==> config.mk <==
export PLATFORM = sky130hd
export DESIGN_NAME = button_debounce_hold_classifier_core
export DESIGN_NICKNAME = d
export VERILOG_FILES = /design/src/hdl/bdhc_pkg.sv /design/src/hdl/button_debounce_hold_classifier_core.sv /design/src/hdl/bdhc_cfg_regs.sv /design/src/hdl/bdhc_step.sv
export SDC_FILE = /design/constraint.sdc
export NUM_CORES = 1
export LEC_CHECK = 0
export ABC_CLOCK_PERIOD_IN_PS = 8900
export BUFFER_PORTS_ARGS = -buffer_cell sky130_fd_sc_hd__buf_2
export CORE_MARGIN = 3
export CORE_UTILIZATION = 61
export DETAILED_ROUTE_END_ITERATION = 6
export GPL_TIMING_DRIVEN = 0
export PLACE_DENSITY = 0.8
export SETUP_SLACK_MARGIN = 0.4
export SYNTH_ARGS = -nofsm -noshare
export SYNTH_HDL_FRONTEND = slang
export SYNTH_SLANG_ARGS = --single-unit
==> constraint.sdc <==
create_clock -name i_clk -period 8.9 [get_ports i_clk]
set_clock_uncertainty 0.05 [all_clocks]
set_input_delay 1.78 -clock i_clk [delete_from_list [all_inputs] [get_ports i_clk]]
set_output_delay 1.78 -clock i_clk [all_outputs]
set_load 0.05 [all_outputs]
==> src/hdl/bdhc_pkg.sv <==
// Shared types and constants of the button debounce and hold classifier.
// No dependencies; imported by every module of the block.
`timescale 1ns / 1ps

package bdhc_pkg;

    // Default timer width and width of the configuration registers
    localparam int TIMER_WIDTH_DEF = 16;
    localparam int CFG_W           = 16;
    localparam int CFG_IDX_W       = 3;
    localparam int LEVEL_OUT_W     = 16;

    // A hold threshold of this value disables its step
    localparam logic [CFG_W-1:0] NO_HOLD = '0;

    // Register reset values
    localparam logic [CFG_W-1:0] PRESS_DB_RST   = 16'd1;
    localparam logic [CFG_W-1:0] RELEASE_DB_RST = 16'd2;
    localparam logic [CFG_W-1:0] HOLD_RST       = 16'd0;

    // Register indexes
    typedef enum logic [CFG_IDX_W-1:0] {
        CFG_PRESS_DB   = 3'd0,
        CFG_RELEASE_DB = 3'd1,
        CFG_HOLD_START = 3'd2,
        CFG_HOLD_SHORT = 3'd3,
        CFG_HOLD_LONG  = 3'd4
    } t_cfg_idx;

    // Reported button states
    typedef enum logic [2:0] {
        ST_RELEASED   = 3'd0,
        ST_PRESSED    = 3'd1,
        ST_HOLD_START = 3'd2,
        ST_HOLD_SHORT = 3'd3,
        ST_HOLD_LONG  = 3'd4
    } t_btn_state;

    // Configuration as seen by the datapath
    typedef struct packed {
        logic [CFG_W-1:0] press_db;
        logic [CFG_W-1:0] release_db;
        logic [CFG_W-1:0] hold_start;
        logic [CFG_W-1:0] hold_short;
        logic [CFG_W-1:0] hold_long;
    } t_cfg;

    // One result item
    typedef struct packed {
        t_btn_state             button_state;
        t_btn_state             previous_state;
        logic                   state_changed;
        logic                   is_idle;
        logic [LEVEL_OUT_W-1:0] level_ticks;
    } t_result;

endpackage

==> src/hdl/button_debounce_hold_classifier_core.sv <==
// Button debouncer with hold-time classification.
// The tick is held in the input register, then its result in the result register.
// Throughput: one tick per cycle unless stalled; the state update is combinational.
// The input register can take one tick while a result waits to be taken.
// Reset is synchronous, active low: clears the valid flags and the button
// state and timers, and loads the register reset values.
`timescale 1ns / 1ps

module button_debounce_hold_classifier_core
    import bdhc_pkg::*;
#(
    parameter int TIMER_WIDTH = TIMER_WIDTH_DEF
) (
    input  logic                   i_clk,
    input  logic                   i_rst_n,
    // tick input channel
    input  logic                   i_in_valid,
    output logic                   o_in_ready,
    input  logic                   i_raw_active,
    input  logic                   i_press_edge,
    // result channel
    output logic                   o_out_valid,
    input  logic                   i_out_ready,
    output logic [2:0]             o_button_state,
    output logic [2:0]             o_previous_state,
    output logic                   o_state_changed,
    output logic                   o_is_idle,
    output logic [LEVEL_OUT_W-1:0] o_level_ticks,
    // configuration write port
    input  logic                   i_cfg_we,
    input  logic [CFG_IDX_W-1:0]   i_cfg_index,
    input  logic [CFG_W-1:0]       i_cfg_wdata
);

    t_cfg    cfg;
    t_result step_result;
    logic    advance;
    logic    in_take;

    logic    r_in_vld;
    logic    r_in_raw;
    logic    r_in_edge;
    logic    r_out_vld;
    t_result r_out;

    bdhc_cfg_regs u_cfg (
        .i_clk       (i_clk),
        .i_rst_n     (i_rst_n),
        .i_cfg_we    (i_cfg_we),
        .i_cfg_index (i_cfg_index),
        .i_cfg_wdata (i_cfg_wdata),
        .o_cfg       (cfg)
    );

    bdhc_step #(
        .TIMER_WIDTH (TIMER_WIDTH)
    ) u_step (
        .i_clk        (i_clk),
        .i_rst_n      (i_rst_n),
        .i_step       (advance),
        .i_raw_active (r_in_raw),
        .i_press_edge (r_in_edge),
        .i_cfg        (cfg),
        .o_result     (step_result)
    );

    // Handshake: the held item moves on when the result register has room
    assign advance    = r_in_vld && (!r_out_vld || i_out_ready);
    assign o_in_ready = !r_in_vld || advance;
    assign in_take    = i_in_valid && o_in_ready;

    // Valid flags
    always_ff @(posedge i_clk) begin
        if (!i_rst_n) begin
            r_in_vld  <= 1'b0;
            r_out_vld <= 1'b0;
        end else begin
            if (in_take) begin
                r_in_vld <= 1'b1;
            end else if (advance) begin
                r_in_vld <= 1'b0;
            end
            if (advance) begin
                r_out_vld <= 1'b1;
            end else if (i_out_ready) begin
                r_out_vld <= 1'b0;
            end
        end
    end

    // Payload registers
    always_ff @(posedge i_clk) begin
        if (in_take) begin
            r_in_raw  <= i_raw_active;
            r_in_edge <= i_press_edge;
        end
        if (advance) begin
            r_out <= step_result;
        end
    end

    assign o_out_valid      = r_out_vld;
    assign o_button_state   = r_out.button_state;
    assign o_previous_state = r_out.previous_state;
    assign o_state_changed  = r_out.state_changed;
    assign o_is_idle        = r_out.is_idle;
    assign o_level_ticks    = r_out.level_ticks;

endmodule

==> src/hdl/bdhc_cfg_regs.sv <==
// Configuration register file of the button debounce core.
// Depends on bdhc_pkg for register indexes, widths and reset values.
`timescale 1ns / 1ps

module bdhc_cfg_regs
    import bdhc_pkg::*;
(
    input  logic                 i_clk,
    input  logic                 i_rst_n,
    input  logic                 i_cfg_we,
    input  logic [CFG_IDX_W-1:0] i_cfg_index,
    input  logic [CFG_W-1:0]     i_cfg_wdata,
    output t_cfg                 o_cfg
);

    t_cfg r_cfg;

    // Register writes; an index past the list is dropped
    always_ff @(posedge i_clk) begin
        if (!i_rst_n) begin
            r_cfg.press_db   <= PRESS_DB_RST;
            r_cfg.release_db <= RELEASE_DB_RST;
            r_cfg.hold_start <= HOLD_RST;
            r_cfg.hold_short <= HOLD_RST;
            r_cfg.hold_long  <= HOLD_RST;
        end else if (i_cfg_we) begin
            case (t_cfg_idx'(i_cfg_index))
                CFG_PRESS_DB:   r_cfg.press_db   <= i_cfg_wdata;
                CFG_RELEASE_DB: r_cfg.release_db <= i_cfg_wdata;
                CFG_HOLD_START: r_cfg.hold_start <= i_cfg_wdata;
                CFG_HOLD_SHORT: r_cfg.hold_short <= i_cfg_wdata;
                CFG_HOLD_LONG:  r_cfg.hold_long  <= i_cfg_wdata;
                default: ;
            endcase
        end
    end

    assign o_cfg = r_cfg;

endmodule

==> src/hdl/bdhc_step.sv <==
// Per-tick datapath: debounce and level timers, debounced level and state.
// Depends on bdhc_pkg for the state encoding, config and result structs.
`timescale 1ns / 1ps

module bdhc_step
    import bdhc_pkg::*;
#(
    parameter int TIMER_WIDTH = TIMER_WIDTH_DEF
) (
    input  logic    i_clk,
    input  logic    i_rst_n,
    input  logic    i_step,
    input  logic    i_raw_active,
    input  logic    i_press_edge,
    input  t_cfg    i_cfg,
    output t_result o_result
);

    // Compare width: holds the timers, a register value and twice the press time
    localparam int CW = (TIMER_WIDTH > CFG_W + 1) ? TIMER_WIDTH : CFG_W + 1;
    localparam logic [TIMER_WIDTH-1:0] TMAX     = {TIMER_WIDTH{1'b1}};
    localparam logic [CW-1:0]          LEVEL_CAP = CW'({LEVEL_OUT_W{1'b1}});

    logic                   r_active;
    t_btn_state             r_state;
    logic [TIMER_WIDTH-1:0] r_db_cnt;
    logic [TIMER_WIDTH-1:0] r_lv_cnt;

    logic                   n_active;
    t_btn_state             n_state;
    logic [TIMER_WIDTH-1:0] n_db_cnt;
    logic [TIMER_WIDTH-1:0] n_lv_cnt;

    logic                   edge_clr;
    logic [TIMER_WIDTH-1:0] db_base;
    logic [TIMER_WIDTH-1:0] lv_base;
    logic [TIMER_WIDTH-1:0] db_adv;
    logic [TIMER_WIDTH-1:0] lv_adv;
    logic                   differ;
    logic [CFG_W-1:0]       need;
    logic                   level_take;
    logic [CW-1:0]          lv_ext;
    logic                   hit_start;
    logic                   hit_short;
    logic                   hit_long;

    // Timers: edge restart while released, then saturating advance
    always_comb begin
        edge_clr = (r_state == ST_RELEASED) && i_press_edge;
        db_base  = edge_clr ? '0 : r_db_cnt;
        lv_base  = edge_clr ? '0 : r_lv_cnt;
        db_adv   = (db_base == TMAX) ? db_base : db_base + TIMER_WIDTH'(1);
        lv_adv   = (lv_base == TMAX) ? lv_base : lv_base + TIMER_WIDTH'(1);
    end

    // Debounce: a differing level is taken once it has lasted long enough
    always_comb begin
        differ     = i_raw_active != r_active;
        need       = i_raw_active ? i_cfg.press_db : i_cfg.release_db;
        level_take = differ && (CW'(db_adv) >= CW'(need));
        n_active   = level_take ? i_raw_active : r_active;
        n_db_cnt   = (level_take || !differ) ? '0 : db_adv;
        n_lv_cnt   = level_take ? '0 : lv_adv;
        lv_ext     = CW'(n_lv_cnt);
    end

    // Next state from the level time; of the enabled holds, long wins, then short, then start
    always_comb begin
        hit_long  = (i_cfg.hold_long  != NO_HOLD) && (lv_ext >= CW'(i_cfg.hold_long));
        hit_short = (i_cfg.hold_short != NO_HOLD) && (lv_ext >= CW'(i_cfg.hold_short));
        hit_start = (i_cfg.hold_start != NO_HOLD) && (lv_ext >= CW'(i_cfg.hold_start));
        if (!n_active) begin
            n_state = ST_RELEASED;
        end else if (hit_long) begin
            n_state = ST_HOLD_LONG;
        end else if (hit_short) begin
            n_state = ST_HOLD_SHORT;
        end else if (hit_start) begin
            n_state = ST_HOLD_START;
        end else begin
            n_state = ST_PRESSED;
        end
    end

    // Result item for this tick
    always_comb begin
        o_result.button_state   = n_state;
        o_result.previous_state = r_state;
        o_result.state_changed  = n_state != r_state;
        o_result.is_idle        = (n_state == ST_RELEASED)
                                  && (lv_ext > CW'({i_cfg.press_db, 1'b0}));
        o_result.level_ticks    = (lv_ext > LEVEL_CAP) ? {LEVEL_OUT_W{1'b1}}
                                                       : lv_ext[LEVEL_OUT_W-1:0];
    end

    // State registers advance once per tick
    always_ff @(posedge i_clk) begin
        if (!i_rst_n) begin
            r_active <= 1'b0;
            r_state  <= ST_RELEASED;
            r_db_cnt <= '0;
            r_lv_cnt <= '0;
        end else if (i_step) begin
            r_active <= n_active;
            r_state  <= n_state;
            r_db_cnt <= n_db_cnt;
            r_lv_cnt <= n_lv_cnt;
        end
    end

endmodule

==> impl_metrics.env <==
export IMPL_status="complete, no violations"
export IMPL_dr_first_iter_drc_count=936
export IMPL_async_flop_share=0
export IMPL_relSlewSlack=0.146
export IMPL_finalWirelength_mm=23.8
export IMPL_grt_max_degree=31
export IMPL_finalCritPeriodShare=0.910
export IMPL_synth_area_um2=8500
export IMPL_ir_drop_mv=0.186
export IMPL_ant_nets=0
export IMPL_reg2reg_to="o_state_changed"
export IMPL_synthDistinctLibCells=63
export IMPL_synth_avg_cell_area_um2=8.49
export IMPL_holdCritStartpoint="u_cfg.o_cfg[60]"
export IMPL_dieArea_um2=15400
export IMPL_clkLatencyLatePin_ps=430
export IMPL_critical_path_arrival_ps=8220
export IMPL_synth_edf_count=26
export IMPL_rsz0062_at_grt="no"
export IMPL_p_per_area_nw_per_um2=168
export IMPL_area_delta_synth_final_pct=12.9
export IMPL_slew_viol_final=0
export IMPL_drc=0
export IMPL_required_ps=9020
export IMPL_clk_path_buf_depth=2
export IMPL_antenna_found_initial=0
export IMPL_route_top_layer_used="met4"
export IMPL_grt_pass1_wl_mm=36.6
export IMPL_grt_total_usage=0.315
export IMPL_cp_start_kind="flip-flop"
export IMPL_synth_main_ff_cell="dfxtp_1"
export IMPL_worstHoldPathType="reg2reg"
export IMPL_diodes=0
export IMPL_wl_met2_mm=10.3
export IMPL_rrSetupSlack_ps=800
export IMPL_io_pins=52
export IMPL_start_util=0.632
export IMPL_path_common_cell="ha_1"
export IMPL_wl_per_cell_um=18.9
export IMPL_drt_met1_wl_mm=10.4
export IMPL_dp_cells=1228
export IMPL_setup_tns_final_ps=0
export IMPL_final_cell_count_no_fill=1260
export IMPL_finalSetupViolCount=0
export IMPL_cts_tree="done"
export IMPL_core_um2=13500
export IMPL_grt_pass1_vias=6931
export IMPL_crit_buf_inv=2
export IMPL_first_pass_iters=6
export IMPL_route_met3_wl_mm=2.34
export IMPL_fp_row_count=42
export IMPL_synth_fp_nets=1108
export IMPL_rr_startpoint="u_step.r_state[2]"
export IMPL_r2r_cells=27
export IMPL_finalHoldViolations=0
export IMPL_io_buffer_count=51
export IMPL_path_delay_family="simple AND/OR/NAND/NOR gates"
export IMPL_fmaxAchievable_mhz=123
export IMPL_endpoint_kind="flip-flop"
export IMPL_h_tree_depth=4
export IMPL_cts_sinks=144
export IMPL_slowest_delay_ps=630
export IMPL_yosysWarnings=0
export IMPL_synthCells=1001
export IMPL_path_clk_slew_ps=60
export IMPL_path_max_fanout=10
export IMPL_synth_seq_cells=144
export IMPL_fillers=1071
export IMPL_globalplace_congestion=0.965
export IMPL_dp_hpwl_mm=17.1
export IMPL_hold_path_depth=2
export IMPL_slowest_stage="a2111oi_4"
export IMPL_final_cell_mix="nand2_1, dfxtp_1, a21boi_0"
export IMPL_via_count=7649
export IMPL_fp_dieH_um=124
export IMPL_clockRootBuffer="clkbuf_16"
export IMPL_die_x_um=124
export IMPL_crit_type="reg2reg"
export IMPL_maxCapViolations=0
export IMPL_cellLeakagePower_nw=3.67
export IMPL_min_period_ps=8100
export IMPL_drive_gt1_frac=0.0969
export IMPL_cts_buffers=17
export IMPL_drt_vias_per_instance=6.07
export IMPL_layout_commonest_cell="nand2_1"
export IMPL_fin_nets=1178
export IMPL_min_to="u_cfg.o_cfg[60]"
export IMPL_overflow=0
export IMPL_synth_seq_area_share=0.370
export IMPL_worst_pin_slew_ps=1260
cell type report:
class	count	area, um^2	area share
Buffer	41	165	0.0172
Clock buffer	18	439	0.0458
Clock inverter	14	163	0.0170
Inverter	73	274	0.0286
Multi-Input combinational cell	743	4930	0.514
Sequential cell	144	3140	0.328
Tap cell	176	220	0.0230
Timing Repair Buffer	51	255	0.0266
flip-flops by register name (all words and copies together) (netlist names):
name and count:
u_cfg.o_cfg 80, o_level_ticks 16, u_step.r_db_cnt 16, u_step.r_lv_cnt 16, o_button_state 3, o_previous_state 3, u_step.r_state 3, o_is_idle 1
o_out_valid 1, o_state_changed 1, r_in_edge 1, r_in_raw 1, r_in_vld 1, u_step.r_active 1
cell families after synthesis:
group | Yosys count | share of synthesized area
compound gates | 222 | 0.187
xor+xnor | 26 | 0.0268
fa+ha+maj | 81 | 0.119
buf+inv | 114 | 0.0515
flops | 144 | 0.370
mux | 21 | 0.0252
simple gates | 393 | 0.220
through the flow:
stage	setup slack [ps]	hold WS [ps]	utilization	instance area (um^2)	power, mW
global route	414	435	0.713	9590	1.66
global placement	501	400	0.667	8970	0.882
finish	800	412	0.713	9590	1.61
floorplan	2150	390	-	8500	0.826
CTS	459	415	0.712	9580	1.61
detailed placement	473	407	0.667	8970	0.885
synthesized netlist by cell type (4+ instances only):
master | number | area share
o21a_1 | 6 | 0.0053
nor3b_1 | 6 | 0.0053
o21ai_0 | 31 | 0.018
dfxtp_1 | 118 | 0.28
or4_1 | 7 | 0.0062
a21boi_0 | 91 | 0.080
a21oi_1 | 31 | 0.018
inv_1 | 73 | 0.032
nor2b_1 | 10 | 0.0074
nor3_1 | 4 | 0.0024
o211ai_1 | 4 | 0.0035
nand2b_1 | 7 | 0.0052
mux2i_1 | 18 | 0.021
nand2_1 | 217 | 0.096
and2_1 | 19 | 0.014
xnor2_1 | 13 | 0.013
nand4_1 | 20 | 0.015
nor2_1 | 38 | 0.017
a22o_1 | 7 | 0.0072
o31ai_1 | 8 | 0.0071
and4_1 | 9 | 0.0093
edfxtp_1 | 26 | 0.092
a21o_1 | 6 | 0.0053
clkbuf_1 | 37 | 0.016
nand3_1 | 17 | 0.010
and3_1 | 10 | 0.0074
xor2_1 | 13 | 0.013
ha_1 | 81 | 0.12
a22oi_1 | 4 | 0.0035
nor4_1 | 15 | 0.011
how the worst max path moves through the flow:
stage,cells after the start,start,end,slack [ps]
floorplan,27,u_step.r_state[2],o_state_changed,2150
global placement,27,u_step.r_state[2],o_state_changed,500
detailed placement,27,u_step.r_state[2],o_state_changed,470
CTS,27,u_step.r_state[2],o_state_changed,460
global route,27,u_step.r_state[2],o_state_changed,410
finish,27,u_step.r_state[2],o_state_changed,800
what timing repair did:
item                       CTS  global route
gates resized for setup      0             4
hold buffers                 0             0
hold endpoints to repair     0             0
setup endpoints to repair    0             8
setup buffers                0             0
metal layers:
metal,global-route usage,vias to the layer above
met5,0,-
met4,0.144,0
met3,0.0581,65
met2,0.479,347
met1,0.434,3582
li1,-,3655
report_power, final:
part	leakage (nW)	switching (mW)	internal (mW)
logic	2.19	0.127	0.0604
registers	1.20	0.00999	0.681
clock network	0.290	0.289	0.447
worst min-delay path, stage by stage (launching register included):
cell,delay [ps]
dfxtp_1,310
nand2_1,50
a21boi_0,60
Power figures use the tool's default switching activity.
